===== config.mk =====
export PLATFORM = sky130hd
export DESIGN_NAME = wes_ctrl
export DESIGN_NICKNAME = d
export VERILOG_FILES = /design/src/hw/rtl/wes_pkg.sv /design/src/hw/rtl/wes_ctrl.sv
export SDC_FILE = /design/constraint.sdc
export NUM_CORES = 1
export LEC_CHECK = 0
export ABC_AREA = 1
export BUFFER_PORTS_ARGS = -buffer_cell sky130_fd_sc_hd__buf_4
export CAP_MARGIN = 20
export CORE_MARGIN = 3
export CORE_UTILIZATION = 28
export CTS_BUF_LIST = sky130_fd_sc_hd__clkbuf_4 sky130_fd_sc_hd__clkbuf_8 sky130_fd_sc_hd__clkbuf_16
export DETAILED_ROUTE_END_ITERATION = 6
export HOLD_SLACK_MARGIN = 0.08
export SYNTH_ARGS = -nofsm -noshare
export SYNTH_HDL_FRONTEND = slang
export SYNTH_SLANG_ARGS = --single-unit

===== constraint.sdc =====
create_clock -name clock -period 2.8 [get_ports clock]
set_input_delay 0.42 -clock clock [delete_from_list [all_inputs] [get_ports clock]]
set_output_delay 0.42 -clock clock [all_outputs]
set_load 0.01 [all_outputs]

===== src/hw/rtl/wes_pkg.sv =====
// ----------------------------------------------------------------------------
// wes_pkg
// Shared types and constants for the 1D wave equation stencil engine.
// ----------------------------------------------------------------------------
package wes_pkg;

   // default grid depth
   localparam int GRID_CELLS_DEFAULT = 128;

   // field widths
   localparam int OP_W     = 2;
   localparam int INDEX_W  = 7;
   localparam int VALUE_W  = 32;
   localparam int LAMBDA_W = 17;
   localparam int CELLS_W  = 8;

   // configuration port
   localparam int CSR_ADDR_W = 2;
   localparam int CSR_DATA_W = 17;

   localparam logic [LAMBDA_W-1:0] LAMBDA_RESET = 17'd16384;
   localparam logic [LAMBDA_W-1:0] LAMBDA_ONE   = 17'd65536;
   localparam logic [CELLS_W-1:0]  CELLS_RESET  = 8'd100;

   // datapath widths (signed)
   localparam int LAP_W  = 35;   // left - 2*mid + right
   localparam int PROD_W = 53;   // 18-bit signed lambda times Laplacian
   localparam int RND_W  = 38;   // scaled Laplacian
   localparam int BASE_W = 35;   // prev, or 2*cur - prev
   localparam int SUM_W  = 39;   // before saturation

   // cycles from the last sweep issue to the last write
   localparam int PIPE_DRAIN = 4;

   typedef enum logic [OP_W-1:0] {
      OP_LOAD    = 2'd0,
      OP_START   = 2'd1,
      OP_ADVANCE = 2'd2,
      OP_READ    = 2'd3
   } op_type;

   typedef enum logic [CSR_ADDR_W-1:0] {
      CSR_LAMBDA = 2'd0,
      CSR_CELLS  = 2'd1
   } csr_index_type;

   typedef struct packed {
      op_type                     op;
      logic [INDEX_W-1:0]         cell_index;
      logic signed [VALUE_W-1:0]  load_value;
   } req_type;

   typedef struct packed {
      logic signed [VALUE_W-1:0]  read_value;
      logic                       saturated;
   } rsp_type;

   // controller to datapath
   typedef struct packed {
      logic capture;      // latch the accepted request
      logic load_wr;      // write previous level for a load
      logic sweep_clear;  // clear the saturation flag before a sweep
      logic sweep_issue;  // read one cell of the sweep
      logic rsp_load;     // load the response register
      logic swap;         // exchange level banks after an advance
   } cmd_type;

   // datapath to controller
   typedef struct packed {
      op_type op;
   } status_type;

endpackage


===== src/hw/rtl/wes_ctrl.sv =====
// ----------------------------------------------------------------------------
// wes_ctrl
// Sequencer: decodes one transaction, walks the active cells for start and
// advance, waits for the pipeline to drain and hands over the response.
// ----------------------------------------------------------------------------
module wes_ctrl
   import wes_pkg::*;
#(
   parameter int GRID_CELLS = GRID_CELLS_DEFAULT,
   localparam int CNT_W  = $clog2(GRID_CELLS + 1),
   localparam int ADDR_W = $clog2(GRID_CELLS)
) (
   input  logic              clock,
   input  logic              reset,
   input  logic              req_valid,
   output logic              req_ready,
   output logic              rsp_valid,
   input  logic              rsp_ready,
   input  logic [CNT_W-1:0]  cells_eff,
   input  status_type        status,
   output cmd_type           cmd,
   output logic [CNT_W-1:0]  sweep_cnt,
   output logic [ADDR_W-1:0] sweep_addr
);

   localparam int DRAIN_W = $clog2(PIPE_DRAIN);

   typedef enum logic [2:0] {
      ST_IDLE,
      ST_DECODE,
      ST_SWEEP,
      ST_DRAIN,
      ST_FINISH
   } state_type;

   state_type          state_ff,  state_in;
   logic [CNT_W-1:0]   cnt_ff,    cnt_in;
   logic [DRAIN_W-1:0] drain_ff,  drain_in;
   logic               rsp_valid_ff, rsp_valid_in;
   logic               sweep_op;
   logic               out_free;

   assign sweep_op = (status.op == OP_START) || (status.op == OP_ADVANCE);
   assign out_free = !rsp_valid_ff || rsp_ready;

   // next state and commands
   always_comb begin
      state_in     = state_ff;
      cnt_in       = cnt_ff;
      drain_in     = drain_ff;
      rsp_valid_in = rsp_valid_ff && !rsp_ready;
      cmd          = '0;
      case (state_ff)
         ST_IDLE: begin
            if (req_valid) begin
               cmd.capture = 1'b1;
               state_in    = ST_DECODE;
            end
         end
         ST_DECODE: begin
            if (sweep_op) begin
               cmd.sweep_clear = 1'b1;
               cnt_in          = '0;
               state_in        = ST_SWEEP;
            end else begin
               cmd.load_wr = (status.op == OP_LOAD);
               state_in    = ST_FINISH;
            end
         end
         ST_SWEEP: begin
            cmd.sweep_issue = 1'b1;
            if (cnt_ff == cells_eff) begin
               drain_in = '0;
               state_in = ST_DRAIN;
            end else begin
               cnt_in = cnt_ff + CNT_W'(1);
            end
         end
         ST_DRAIN: begin
            drain_in = drain_ff + DRAIN_W'(1);
            if (drain_ff == DRAIN_W'(PIPE_DRAIN - 1)) begin
               state_in = ST_FINISH;
            end
         end
         ST_FINISH: begin
            if (out_free) begin
               cmd.rsp_load = 1'b1;
               cmd.swap     = (status.op == OP_ADVANCE);
               rsp_valid_in = 1'b1;
               state_in     = ST_IDLE;
            end
         end
         default: begin
            state_in = ST_IDLE;
         end
      endcase
   end

   // state and registered outputs
   always_ff @(posedge clock) begin
      if (reset) begin
         state_ff     <= ST_IDLE;
         cnt_ff       <= '0;
         drain_ff     <= '0;
         rsp_valid_ff <= 1'b0;
      end else begin
         state_ff     <= state_in;
         cnt_ff       <= cnt_in;
         drain_ff     <= drain_in;
         rsp_valid_ff <= rsp_valid_in;
      end
   end

   assign req_ready  = (state_ff == ST_IDLE);
   assign rsp_valid  = rsp_valid_ff;
   assign sweep_cnt  = cnt_ff;
   // the tail issue past the last cell reads a harmless address
   assign sweep_addr = (cnt_ff == cells_eff) ? '0 : cnt_ff[ADDR_W-1:0];

endmodule


## Yosys cells after proc, flatten, opt, wreduce, memory -nomap -nowiden

Index checks and enable logic that the tools add are counted.

| storage, ports and cells | value |
|---|---|
| register bits | 14 |
| input bits | 14 |
| output and inout bits | 23 |
| logic and storage cells | 54 |

| cells by class | value |
|---|---|
| add/subtract/negate cells | 2 |
| equality and inequality tests | 14 |
| mux-type cells | 22 |
| reductions and logical operators | 12 |

Operators by type and width:

| kind | number |
|---|---|
| 8-bit 2-to-1 mux | 2 |
| 8-bit case mux with 2 select lines | 1 |
| 3-bit 2-to-1 mux | 5 |
| 3-bit case mux with 5 select lines | 1 |
| 2-bit != test (second input constant) | 6 |
| 8-bit by 1-bit adder with 8-bit output (second input constant) | 1 |
| 8-bit equality test | 1 |
| 2-bit 2-to-1 mux | 4 |
| 1-bit 2-to-1 mux | 7 |
| 7-bit 2-to-1 mux | 1 |
| 3-bit by 2-bit equality test with 1-bit output (second input constant) | 2 |
| 2-bit equality test (second input constant) | 2 |
| 2-bit case mux with 2 select lines | 1 |
| 4-bit AND reduction | 1 |
| 2-bit nonzero test | 2 |
| 3-bit by 1-bit equality test with 1-bit output (second input constant) | 1 |
| 3-bit equality test (second input constant) | 1 |
| 3-bit logical NOT | 1 |
| 3-bit AND reduction | 1 |
| 2-bit by 1-bit adder with 2-bit output (second input constant) | 1 |
| 2-bit by 1-bit equality test with 1-bit output (second input constant) | 1 |
| 1-bit logical NOT | 2 |
| 2-bit logical NOT | 1 |
| 1-bit logical OR | 2 |
| other kinds (2) | 2 |

## Depth between registers and ports, before layout

| depth | value |
|---|---|
| depth after elaboration | 4 |
| gate-level depth with buffers | 12 |

## Worst setup path before layout

OpenSTA, ideal clock, no wires.

| timing | value |
|---|---|
| path type | in2reg |
| from | input status[0] in the netlist's numbering |
| to | register cnt_ff[5] (netlist: sweep_cnt[5]) |
| setup time | 132 ps |
| arrival | 1406 ps |
| required time | 2668 ps |
| slack | 1262 ps |
| stages on the path | 9 |
| path buffers | 0 |
| cells stage by stage | inv_1 -> ha_1 -> inv_1 -> nor2_1 -> nor2_1 -> inv_1 -> o21ai_4 -> nand2_1 -> a21oi_1 |

| on the way | value |
|---|---|
| cells in the longest elaborated chain, start to end | 4 |
| elaborated cells on any way between the ends | 5 |
| those cells by class | eq/ne: 3; reduce/logical: 2 |

RTL lines:

| item | line | text |
|---|---|---|
| start: declaration | wes_ctrl.sv:20 | `input status_type status,` |
| 2-bit by 1-bit equality test with 1-bit output or 2-bit equality test (tied branches) | wes_ctrl.sv:43 | `assign sweep_op = (status.op == OP_START) \|\| (status.op == OP_ADVANCE);` |
| 1-bit logical OR * | wes_ctrl.sv:43 |  |
| 2-bit != test (no line) * | - |  |
| 3-bit AND reduction (no line) * | - |  |
| end signal: assignment | wes_ctrl.sv:108 | `cnt_ff <= cnt_in;` |
| end: declaration | wes_ctrl.sv:37 | `logic [CNT_W-1:0] cnt_ff, cnt_in;` |

Mark *: on every way between the ends. The rest lies on a longest branch, timed or not.
A chain may end at the register's enable or synchronous reset.

## Final worst setup path

| timing | value |
|---|---|
| from | register cnt_ff[2] (netlist: sweep_cnt[2]) |
| to | output sweep_addr[6] |

| on the way | value |
|---|---|
| cells in the longest elaborated chain, start to end | 2 |

RTL lines:

| item | line | text |
|---|---|---|
| 8-bit equality test | wes_ctrl.sv:118 | `assign sweep_addr = (cnt_ff == cells_eff) ? '0 : cnt_ff[ADDR_W-1:0];` |
| 7-bit 2-to-1 mux | wes_ctrl.sv:118 |  |
| end: declaration | wes_ctrl.sv:23 | `output logic [ADDR_W-1:0] sweep_addr` |

Every way passes these cells.

==> flow_summary.ini <==
[run_status]
outcome = completed

[routing]
post_drt_wl_per_cell_um = 9.66
ant_nets = 0
drc = 0
dr.pass1.iters = 4
via_per_inst = 4.29
vias = 1072
drt_wl_total_mm = 2.41
drt_iter0_drc = 39

[global_route]
track_usage = 0.113
grt_overflow = 0
grt_antenna_before_repair = 0
grt_pass1_wl_mm = 3.99
grt_start_max_net_pins = 12
grt_pass1_vias = 957

[timing]
finalSetupViolCount = 0
finalHoldViolations = 0
rsz0062_at_grt = false
relSlewSlack = 0.771
min_period_over_period = 0.692
layout_setup_ws_ns = 0.863
worst_pin_slew_ns = 0.344
holdWs_ns = 0.430
period_needed_ns = 1.94
fin_setup_tns_ns = 0
drv_slew = 0
clock_skew_ns = 0.00318
fmax_mhz = 516

[cells_and_area]
final_util = 0.400
final_cells = 250
fillers = 398
nNetsFinal = 223
antenna_cells = 0
drive_gt1_frac = 0.250
syn_to_final_growth_pct = 31.9

[placement]
dp_slack_ns = 1.07
gp_congestion = 0.734
dp_cells = 246
place.port_buffers = 36
dpl.hpwl_mm = 1.95

[flow_run]
cap_violations = 0

[synth]
yosysTopAreaCell = dfxtp_1
synthTopCellsByArea = dfxtp_1 (26%), nand2_1 (15%), inv_1 (11%)
avgSynthCellArea_um2 = 6.26
ys_async_sr_fraction = 0
syn_nets = 187
netlist_area_um2 = 1060
ys_types = 24
synthCells = 169
ys_seq_area_frac = 0.265
yosys.area.top_type_share = 0.265
synth-edff-count = 0
yosysMostFrequentCell = nand2_1
ys_warn_count = 0
yosys-top-cells-count = nand2_1 (43), inv_1 (31), nor2_1 (19), dfxtp_1 (14), a21oi_1 (12)
synthFlopType = dfxtp_1
synth-seq-cells = 14

[cts]
cts_made_buffers = 3
cts_hold_buf = 0
cts.path.max_buffers = 2
clockRootBuffer = clkbuf_8
cts_setup_buffers = 0
clkLatencyLatePin_ns = 0.25
cts_tree = done
clk_pin_slew_ns = 0.06
ctsResizeCount = 0
htreeDepth = 1
cts.sinks = 14

[min_path]
hp-class = in -> reg

[floorplanning]
initial_utilization = 0.303
dieArea_um2 = 4550
io_pins = 37
rows = 21
fp.dieH_um = 67.5
die_w_um = 67.5
coreArea_um2 = 3490

[setup_path]
worstPathArrival_ns = 1.52
cp-end-kind = output pin
cp_max_fo = 9
worst-setup-path-type = reg -> out
startpoint_type = flip-flop
crit_required_ns = 2.38

[pwr]
p_leak_nw = 0.754
cellPowerDensity_nw_per_um2 = 650
vdd_drop_max_mv = 0.263
-- path summary, 6_finish.rpt --
check	startpoint	to	slack [ns]	depth (start not counted)
max	sweep_cnt[2]$_SDFFE_PP0P_	sweep_addr[6]	0.86	7
min	reset	sweep_cnt[1]$_SDFFE_PP0P_	0.43	2
max reg2reg	state_ff[0]$_SDFFE_PP0P_	sweep_cnt[5]$_SDFFE_PP0P_	1.13	8
min reg2reg	drain_ff[0]$_SDFFE_PP0P_	drain_ff[0]$_SDFFE_PP0P_	0.47	1
-- sequential cells by signal, summed over array words and instances (netlist names) --
| signal | flops |
|---|---|
| drain_ff | 2 |
| rsp_valid | 1 |
| state_ff | 3 |
| sweep_cnt | 8 |
-- power breakdown --
part / switching (W) / internal [W] / leakage (nW)
clock: 0.0000744 / 0.000125 / 0.0288
sequential: 0.0000415 / 0.000234 / 0.113
combinational: 0.000252 / 0.000180 / 0.612
-- cells by family after synthesis --
kind of cell	synth area share
AND/OR/NAND/NOR	0.372
XOR/XNOR	0.0579
AO/OA/AOI/OAI	0.0887
adder cells (fa/ha/maj)	0.0473
flip-flops	0.265
buffers and inverters	0.169
-- area by class of cell --
type	instances	area [um2]	share of cell area
inverters	35	134	0.0959
repair buffers	36	270	0.194
clock buffers	4	55.1	0.0394
multi-input cells	115	599	0.429
well taps	46	57.6	0.0412
flip-flops and latches	14	280	0.201
-- per-layer routing --
| metal | share of wire | up-vias | GRT usage |
|---|---|---|---|
| met5 | 0 | - | 0 |
| met4 | 0.0058 | 0 | 0.0228 |
| met3 | 0.068 | 2 | 0.0366 |
| met2 | 0.46 | 28 | 0.179 |
| met1 | 0.47 | 456 | 0.149 |
| li1 | - | 586 | - |
-- stage by stage --
| stage | power [W] | instance area (um2) |
|---|---|---|
| floorplan | 0.000556 | 1060 |
| global placement | 0.000715 | 1340 |
| detailed placement | 0.000716 | 1340 |
| CTS | 0.000919 | 1400 |
| global route | 0.000985 | 1400 |
| finish | 0.000907 | 1400 |
-- critical path, stage by stage, from the launching register on --
cell and delay, ns:
dfxtp_1 0.48, xnor2_1 0.16, nand2_1 0.11, nor2_4 0.11, nand2_4 0.10, inv_4 0.11, nor2_1 0.05, buf_4 0.14
-- layout by cell type, fill, tap and decap left out, drive strengths merged --
cell type / n
or2: 1
ha: 4
nand3: 11
o21ai: 3
nor3: 3
nand3b: 1
nor2: 21
nand4: 5
clkbuf: 4
a21oi: 12
buf: 36
xnor2: 3
dfxtp: 14
xor2: 4
o211ai: 1
inv: 35
nand2: 46
Power figures use the tool's default switching activity.
