`config.mk`:
```
export PLATFORM = sky130hd
export DESIGN_NAME = wes_csr
export DESIGN_NICKNAME = d
export VERILOG_FILES = /design/src/hw/rtl/wes_pkg.sv /design/src/hw/rtl/wes_csr.sv
export SDC_FILE = /design/constraint.sdc
export NUM_CORES = 1
export LEC_CHECK = 0
export BUFFER_PORTS_ARGS = -buffer_cell sky130_fd_sc_hd__buf_2
export CORE_ASPECT_RATIO = 0.8
export CORE_MARGIN = 4
export CORE_UTILIZATION = 40
export CTS_BUF_LIST = sky130_fd_sc_hd__clkbuf_8
export DETAILED_ROUTE_END_ITERATION = 10
export PLACE_DENSITY_LB_ADDON = 0.12
export SLEW_MARGIN = 20
export SYNTH_ARGS = -nofsm -noshare
export SYNTH_HDL_FRONTEND = slang
export SYNTH_SLANG_ARGS = --single-unit
```
`constraint.sdc`:
```
create_clock -name clock -period 2.77 [get_ports clock]
set_input_delay 0.4155 -clock clock [delete_from_list [all_inputs] [get_ports clock]]
set_output_delay 0.4155 -clock clock [all_outputs]
set_load 0.01 [all_outputs]
```
`src/hw/rtl/wes_pkg.sv`:
```
// ----------------------------------------------------------------------------
// wes_pkg
// Shared types and constants for the 1D wave equation stencil engine.
// ----------------------------------------------------------------------------
package wes_pkg;

   // default grid depth
   localparam int GRID_CELLS_DEFAULT = 128;

   // field widths
   localparam int OP_W     = 2;
   localparam int INDEX_W  = 7;
   localparam int VALUE_W  = 32;
   localparam int LAMBDA_W = 17;
   localparam int CELLS_W  = 8;

   // configuration port
   localparam int CSR_ADDR_W = 2;
   localparam int CSR_DATA_W = 17;

   localparam logic [LAMBDA_W-1:0] LAMBDA_RESET = 17'd16384;
   localparam logic [LAMBDA_W-1:0] LAMBDA_ONE   = 17'd65536;
   localparam logic [CELLS_W-1:0]  CELLS_RESET  = 8'd100;

   // datapath widths (signed)
   localparam int LAP_W  = 35;   // left - 2*mid + right
   localparam int PROD_W = 53;   // 18-bit signed lambda times Laplacian
   localparam int RND_W  = 38;   // scaled Laplacian
   localparam int BASE_W = 35;   // prev, or 2*cur - prev
   localparam int SUM_W  = 39;   // before saturation

   // cycles from the last sweep issue to the last write
   localparam int PIPE_DRAIN = 4;

   typedef enum logic [OP_W-1:0] {
      OP_LOAD    = 2'd0,
      OP_START   = 2'd1,
      OP_ADVANCE = 2'd2,
      OP_READ    = 2'd3
   } op_type;

   typedef enum logic [CSR_ADDR_W-1:0] {
      CSR_LAMBDA = 2'd0,
      CSR_CELLS  = 2'd1
   } csr_index_type;

   typedef struct packed {
      op_type                     op;
      logic [INDEX_W-1:0]         cell_index;
      logic signed [VALUE_W-1:0]  load_value;
   } req_type;

   typedef struct packed {
      logic signed [VALUE_W-1:0]  read_value;
      logic                       saturated;
   } rsp_type;

   // controller to datapath
   typedef struct packed {
      logic capture;      // latch the accepted request
      logic load_wr;      // write previous level for a load
      logic sweep_clear;  // clear the saturation flag before a sweep
      logic sweep_issue;  // read one cell of the sweep
      logic rsp_load;     // load the response register
      logic swap;         // exchange level banks after an advance
   } cmd_type;

   // datapath to controller
   typedef struct packed {
      op_type op;
   } status_type;

endpackage

```
`src/hw/rtl/wes_csr.sv`:
```
// ----------------------------------------------------------------------------
// wes_csr
// Configuration registers with clamping to the usable ranges.
// ----------------------------------------------------------------------------
module wes_csr
   import wes_pkg::*;
#(
   parameter int GRID_CELLS = GRID_CELLS_DEFAULT,
   localparam int CNT_W = $clog2(GRID_CELLS + 1)
) (
   input  logic                  clock,
   input  logic                  reset,
   input  logic                  csr_valid,
   output logic                  csr_ready,
   input  logic [CSR_ADDR_W-1:0] csr_index,
   input  logic [CSR_DATA_W-1:0] csr_wdata,
   output logic [LAMBDA_W-1:0]   lambda_eff,
   output logic [CNT_W-1:0]      cells_eff
);

   localparam int CMP_W = (CNT_W > CELLS_W) ? CNT_W : CELLS_W;

   logic [LAMBDA_W-1:0] lambda_ff;
   logic [CELLS_W-1:0]  cells_ff;
   logic [CMP_W-1:0]    cells_x;
   logic [CMP_W-1:0]    grid_x;
   logic [CMP_W-1:0]    count_x;

   assign csr_ready = 1'b1;

   // register writes; unknown indexes are dropped
   always_ff @(posedge clock) begin
      if (reset) begin
         lambda_ff <= LAMBDA_RESET;
         cells_ff  <= CELLS_RESET;
      end else if (csr_valid) begin
         case (csr_index)
            CSR_LAMBDA: lambda_ff <= csr_wdata[LAMBDA_W-1:0];
            CSR_CELLS:  cells_ff  <= csr_wdata[CELLS_W-1:0];
            default: ;
         endcase
      end
   end

   // Courant number limited to 1.0
   assign lambda_eff = (lambda_ff > LAMBDA_ONE) ? LAMBDA_ONE : lambda_ff;

   // active count limited to 1..GRID_CELLS
   always_comb begin
      cells_x = CMP_W'(cells_ff);
      grid_x  = CMP_W'(GRID_CELLS);
      if (cells_ff == '0) begin
         count_x = CMP_W'(1);
      end else if (cells_x > grid_x) begin
         count_x = grid_x;
      end else begin
         count_x = cells_x;
      end
   end

   assign cells_eff = count_x[CNT_W-1:0];

endmodule

```
# Yosys cells after proc, flatten, opt, wreduce, memory -nomap -nowiden
# Cells that the tools add are included.
dict set report classes {
  order_cmp 2
  n_eq_ne 1
  muxes 3
  n_reduce_logical 4
}
# operator count
set ops {}
lappend ops {{17-bit greater-than comparator (second input constant)} 1}
lappend ops {{17-bit 2-to-1 mux} 1}
lappend ops {{8-bit 2-to-1 mux} 2}
lappend ops {{8-bit greater-than comparator (second input constant)} 1}
lappend ops {{8-bit logical NOT} 1}
lappend ops {{2-bit AND reduction} 2}
lappend ops {{2-bit by 1-bit == test with 1-bit output (second input constant)} 1}
lappend ops {{2-bit logical NOT} 1}
dict set report totals {
  regBits 25
  output_inout_bits 26
  wordCells 12
}

# Depth between registers and ports, before layout
# Gate-level depths: netlist of run 1.
dict set report depth {
  depth_word 3
  mapped_depth 5
  ltp_nobuf 3
}

# Least setup slack after synthesis of run 1
# No wires, ideal clock.
dict set report synth_timing {
  kind {register to output}
  start {register lambda_ff[0]}
  end {output port lambda_eff[10]}
  arrival_ns 1.127
  slack_ns 1.228
  path_stages_with_launch 4
  n_path_buf 0
  path_cell_list {dfxtp_1 nor4_1 a41oi_2 nor2b_1}
}
dict set report synth_between {
  elab_chain_cells 2
}
# element line_no
set synth_lines {}
lappend synth_lines {{start: declaration} wes_csr.sv:23} ;# logic [LAMBDA_W-1:0] lambda_ff;
lappend synth_lines {{start signal: assignment} wes_csr.sv:38} ;# CSR_LAMBDA: lambda_ff <= csr_wdata[LAMBDA_W-1:0];
lappend synth_lines {{17-bit greater-than comparator} wes_csr.sv:46} ;# assign lambda_eff = (lambda_ff > LAMBDA_ONE) ? LAMBDA_ONE : lambda_ff;
lappend synth_lines {{17-bit 2-to-1 mux} wes_csr.sv:46}
lappend synth_lines {{end: declaration} wes_csr.sv:17} ;# output logic [LAMBDA_W-1:0] lambda_eff,
# No other way between the ends.

# Worst setup path after layout of run 1
dict set report layout_timing {
  start {register lambda_ff[0]}
  end {output port lambda_eff[3]}
}
# Same word-level chain as after synthesis.

==> run metrics, run 1 <==
clk_skew 0 ns; VDD IR max ~0.3 mV; Final #Nets 204; Mapped Cells approximately 140; Max stage delay on crit path 0.45 ns; total CTS buffers 3; total gr overflow 0; share of total power in the clock network between 30 and 40%; Post-synth EDFFs 0; Worst Min Path Start csr_wdata[14]; die height approximately 56 um; CP Buf/Inv Count 1; pre-CTS WS 0.903 ns; Setup Fix Bufs, Post-CTS 0; initial antenna violation count 0; largest net degree at the start of global routing 26; Fin. Hold Viols 0; Yosys cell types 19; DR iter-0 viols 33; Psw about 0.00018 W; H-tree depth 1; row cnt 17; status complete, no violations; Worst Tran Pin Value 0.699 ns; Synth area leader dfxtp_1; CP Cell Sequence nor4_1 -> a41oi_2 -> nor2b_1 -> buf_2; vias in the first global route about 1000; TritonRoute pass-1 iters 4; fillers 275; Die Footprint approximately 3800 um2; Int Power between 0.0005 and 0.0006 W; Hold WC Path Type primary input to flop; Startpoint Class flop; ys flop type dfxtp_1; first-pass GRT wire length around 4400 um; Pwr per Cell Area about 490 nW/um2; count leader, synth nand2_1; Port Buf Inserts 46; max-cap viol count 0; RSZ-0062 raised after global routing false; Post-Syn Nets roughly 160; Die Wd 67.8 um; critical path's top delay family simple AND/OR/NAND/NOR gates; final design utilization between 50% and 60%; maximum fanout along the worst path 10; num ports 48; Synthesis Warnings 0; slowest CP cell nor4_1; logic gate share of total power between 10% and 20%; minimum clock period 2.18 ns; worst r2r path cells 2; top cells by count, synth nand2_1, dfxtp_1, nor2b_1, a21oi_1, nor2_1; relative slew slack a little over half; Yosys top cell area share between 40 and 50%; Pleak 0.674 nW; Sequential Power Share between 50% and 60%; Reg clk slew, reported paths about 0.090 ns; reg2reg end lambda_ff[16]$_SDFFE_PP0P_; Critical Path RT between 2 and 2.5 ns; Clock Sinks 25; final worst setup slack roughly 0.6 ns; Sw Ratio 25.5%; Placer Congestion about 0.74; diode count 0; post-synthesis sequential area ratio 43.8%; Core Box Area 2740 um2; endpoints failing setup 0; antenna-violating nets left 0; Cell Area, Synth ~1100 um2; routed wire length between 2000 and 3000 um; fin crit share 78.7%; Tot Pwr between 0.0006 and 0.0007 W; cts repair resizes 0; final hold slack 0.355 ns; Seq cells post-synth 25; post-synthesis average cell area 8.11 um2; Fin Setup TNS 0 ns; CTS tree yes; Starting Density 41.7%; Root Buffer clkbuf_8; top cells by area, synth dfxtp_1, nor2b_1, nand2_1; routed len/inst between 10 and 15 um; Vias between 1000 and 1500; Critical Path End Type output pin; residual DRC count 0; Data arrival, critical path about 1.8 ns; Max Slew Vio Count 0; GR Util All Layers between 10% and 20%; hold-critical path endpoint lambda_ff[14]$_SDFFE_PP1P_; Hold Crit Depth 3; Vias/cell ~4.7; # hold bufs at CTS 0; R2R Setup Slk ~2.0 ns; Area growth, synth to finish 22.4%; ys async rst share 0%; layout cells sized above 1 between 20 and 30%; Clock Path Buffers 2; Worst R2R Start lambda_ff[16]$_SDFFE_PP0P_; clock latency on the worst-skew pair roughly 0.27 ns; Worst Path Class, Setup flop to output pin; post-DP HPWL slightly above 2000 um; fmax roughly 460 MHz
placed cells by master, fill, tap and decap left out:
master     n
nor4_1     5
buf_2     46
clkinv_2   1
nand2_1   33
clkbuf_8   3
or3b_1     1
nand3b_1   2
nor2_1    10
nor2b_1   22
inv_1      4
a41oi_2    1
nand2_2    1
mux2i_1    5
a211o_1    3
conb_1     1
a21oi_1   17
nor3b_4    1
dfxtp_1   25
layer usage:
layer,up-vias,routed length (um),global-route usage [%]
met1,463,1160,16.8
met2,33,1340,27.9
met4,0,12,1.70
li1,540,-,-
met3,2,172,4.24
met5,-,0,0
kinds of logic (layout without fill, tap and decap cells):
family | Yosys count | count (layout) | synth area share, %
simple gates | 75 | 75 | 33.2
flops | 25 | 25 | 43.8
compound gates | 21 | 21 | 11.2
buf+inv | 14 | 54 | 7.22
mux | 5 | 5 | 4.38
other cells | 1 | 1 | 0.328
registers in the layout, summed over array words and instances (netlist names):
name / count
cells_ff: 8
lambda_ff: 17
final cells by class:
class / count / area, um2 / share of cell area (%)
sequential: 25 / 500 / 35.7
clock inverter: 1 / 5.00 / 0.357
clock buffer: 3 / 41.3 / 2.95
timing repair buffer: 46 / 230 / 16.4
inverter: 4 / 15.0 / 1.07
multi-input combinational: 102 / 561 / 40.0
tap: 38 / 47.5 / 3.40
worst max path at each step:
stage | startpoint | endpoint | cells after the start
finish | lambda_ff[0]$_SDFFE_PP0P_ | lambda_eff[3] | 4
detailed placement | lambda_ff[0]$_SDFFE_PP0P_ | lambda_eff[3] | 4
floorplan | lambda_ff[0]$_SDFFE_PP0P_ | lambda_eff[10] | 3
global placement | lambda_ff[0]$_SDFFE_PP0P_ | lambda_eff[3] | 4
global route | lambda_ff[0]$_SDFFE_PP0P_ | lambda_eff[2] | 4
CTS | lambda_ff[0]$_SDFFE_PP0P_ | lambda_eff[3] | 4
power by group through the flow:
stage | Combinational (W) | Clock, W | Sequential [W]
finish | 0.0000909 | 0.000216 | 0.000383
global route | 0.000101 | 0.000243 | 0.000385
CTS | 0.0000921 | 0.000229 | 0.000383
detailed placement | 0.0000918 | 0 | 0.000392
global placement | 0.0000898 | 0 | 0.000391
floorplan | 0.0000588 | 0 | 0.000388
worst reg2reg max path, cell delays in order, from the launching register on:
cell and delay, ns:
dfxtp_1 0.49, nand2_1 0.08, a21oi_1 0.15
per-stage QoR:
step	instance area (um2)	cells
5_1_grt	1400	219
4_1_cts	1400	219
6_report	1400	219
3_5_place_dp	1350	215
2_1_floorplan	1140	141
3_3_place_gp	1350	215
Note: power is estimated with default switching activity, not from simulation.
==> run 2, diff against run 1 <==
Clock period 2.77 ns to 1.8 ns, I/O delays scaled along.
==> run metrics, run 2 (synthesis gave the netlist of run 1 again) <==
Hold Crit Depth 3; endpoints failing setup 0; largest net degree at the start of global routing 26; biggest regs lambda_ff: 17 flops, cells_ff: 8 flops; max-cap viol count 0; Pwr per Cell Area 716 nW/um2; Tot Pwr roughly 0.0011 W; Worst R2R Start lambda_ff[16]$_SDFFE_PP0P_; die height around 56 um; Startpoint Class flop; dpl cell area about 1400 um2; Critical Path End Type output pin; CP Cell Sequence nor4_4 -> a41oi_2 -> buf_4 -> nor2b_1 -> buf_2; Area growth, synth to finish 32.6%; Pleak ~0.72 nW; total gr overflow 0; diode count 0; routed wire length 2660 um; Reg clk slew, reported paths 0.09 ns; Port Buf Inserts between 40 and 50; total CTS buffers 3; slowest CP cell dfxtp_2; Die Wd 67.8 um; # hold bufs at CTS 0; Die Footprint 3780 um2; row cnt 17; reg2reg end lambda_ff[16]$_SDFFE_PP0P_; DR iter-0 viols 28; TritonRoute pass-1 iters 3; Worst Path Class, Setup flop to output pin; VDD IR max ~0.53 mV; fin area roughly 1500 um2; hold-critical path endpoint lambda_ff[14]$_SDFFE_PP1P_; residual DRC count 0; Starting Density about two fifths; Max stage delay on crit path ~0.35 ns; Max Slew Vio Count 0; pre-CTS WS 0.100 ns; fin crit share between 90% and 100%; H-tree depth 1; Vias approximately 1000; initial antenna violation count 0; Top reg by flops lambda_ff; Fin. Hold Viols 0; num ports 48; Core Box Area 2740 um2; Clock Path Buffers 2; CP Buf/Inv Count 2; clock latency on the worst-skew pair between 0.2 and 0.3 ns; Placer Congestion ~0.75; RSZ-0062 raised after global routing true; relative slew slack 61.2%; first-pass GRT wire length approximately 4400 um; final hold slack ~0.22 ns; Data arrival, critical path 1.51 ns; Worst Min Path Start csr_wdata[14]; R2R Setup Slk 1.05 ns; maximum fanout along the worst path 5; critical path's top delay family simple AND/OR/NAND/NOR gates; fmax between 500 and 600 MHz; Vias/cell approximately 4.7; Critical Path RT between 1.5 and 2 ns; Worst Tran Pin Value 0.582 ns; final worst setup slack 0.0160 ns; minimum clock period 1.78 ns; CTS tree yes; most frequent cells in the layout buf_2, nand2_1, dfxtp_1; worst r2r path cells 3; status complete, no violations; layout cells sized above 1 about 37%; Hold WC Path Type primary input to flop; antenna-violating nets left 0; vias in the first global route between 1000 and 1500; GR Util All Layers between 10 and 15%; post-DP HPWL 1950 um; routed len/inst 11.9 um; Clock Sinks 25; most common cell after layout, fill and taps aside buf_2; max FFs per register 17; Root Buffer clkbuf_8; Final #Nets approximately 210; clk_skew 0 ns
[run 2: changes by cell type in the layout (fill, tap and decap cells not counted)]
cell,previous run,this run
dfxtp_1,25,21
nor2b_1,22,19
clkinvlp_4,0,1
buf_6,0,1
nor2b_2,0,3
clkinv_2,1,0
nor4_1,5,1
buf_4,0,4
dfxtp_2,0,4
nor4_4,0,4
[run 2: layer usage]
layer | routed length, um | up-vias | share of wire [%] | track usage [%]
li1 | - | 543 | - | -
met1 | 1170 | 470 | 44 | 17.3
met2 | 1300 | 27 | 49 | 26.6
met3 | 175 | 2 | 6.6 | 4.04
met4 | 12 | 0 | 0.45 | 1.70
met5 | 0 | - | 0 | 0
[run 2: worst min-delay path, cell delays in order]
cell and delay [ns]:
buf_2 0.08, nand2_1 0.04, nand3b_1 0.07
[run 2: worst max-delay path by stage]
stage	start	end	cells after the start	slack, ns
2_1_floorplan	lambda_ff[0]$_SDFFE_PP0P_	lambda_eff[10]	3	0.40
3_3_place_gp	lambda_ff[0]$_SDFFE_PP0P_	lambda_eff[3]	4	0.11
3_5_place_dp	lambda_ff[5]$_SDFFE_PP0P_	lambda_eff[3]	4	0.10
4_1_cts	lambda_ff[12]$_SDFFE_PP0P_	lambda_eff[2]	5	0.0007
5_1_grt	lambda_ff[4]$_SDFFE_PP0P_	lambda_eff[12]	5	-0.12
6_report	lambda_ff[4]$_SDFFE_PP0P_	lambda_eff[12]	5	0.02
[run 2: layout make-up]
type                    count  area, um2
flip-flops and latches     25        505
multi-input cells         102        628
well taps                  38       47.5
fillers                   275       1230
clock inverters             1       7.51
repair buffers             51        272
clock buffers               3       41.3
inverters                   4       15.0
[run 2: metrics by stage]
step,TNS (ns),util (%),std cells
after floorplan,0,-,141
after global placement,0,49.9,217
after detailed placement,0,49.9,217
after CTS,0,55.0,224
after global routing,-0.775,55.3,224
final,0,55.3,224
[run 2: timing repair]
item                       in CTS  in global routing
setup endpoints to repair      10                 10
setup buffers                   2                  0
cloned                          1                  0
gates resized for setup        14                  3
pin swaps                       5                  2
[run 2: where the power goes]
group | switching, W | internal [W]
clock | 0.000179 | 0.000157
combinational | 0.0000783 | 0.0000773
sequential | 0.0000207 | 0.000574
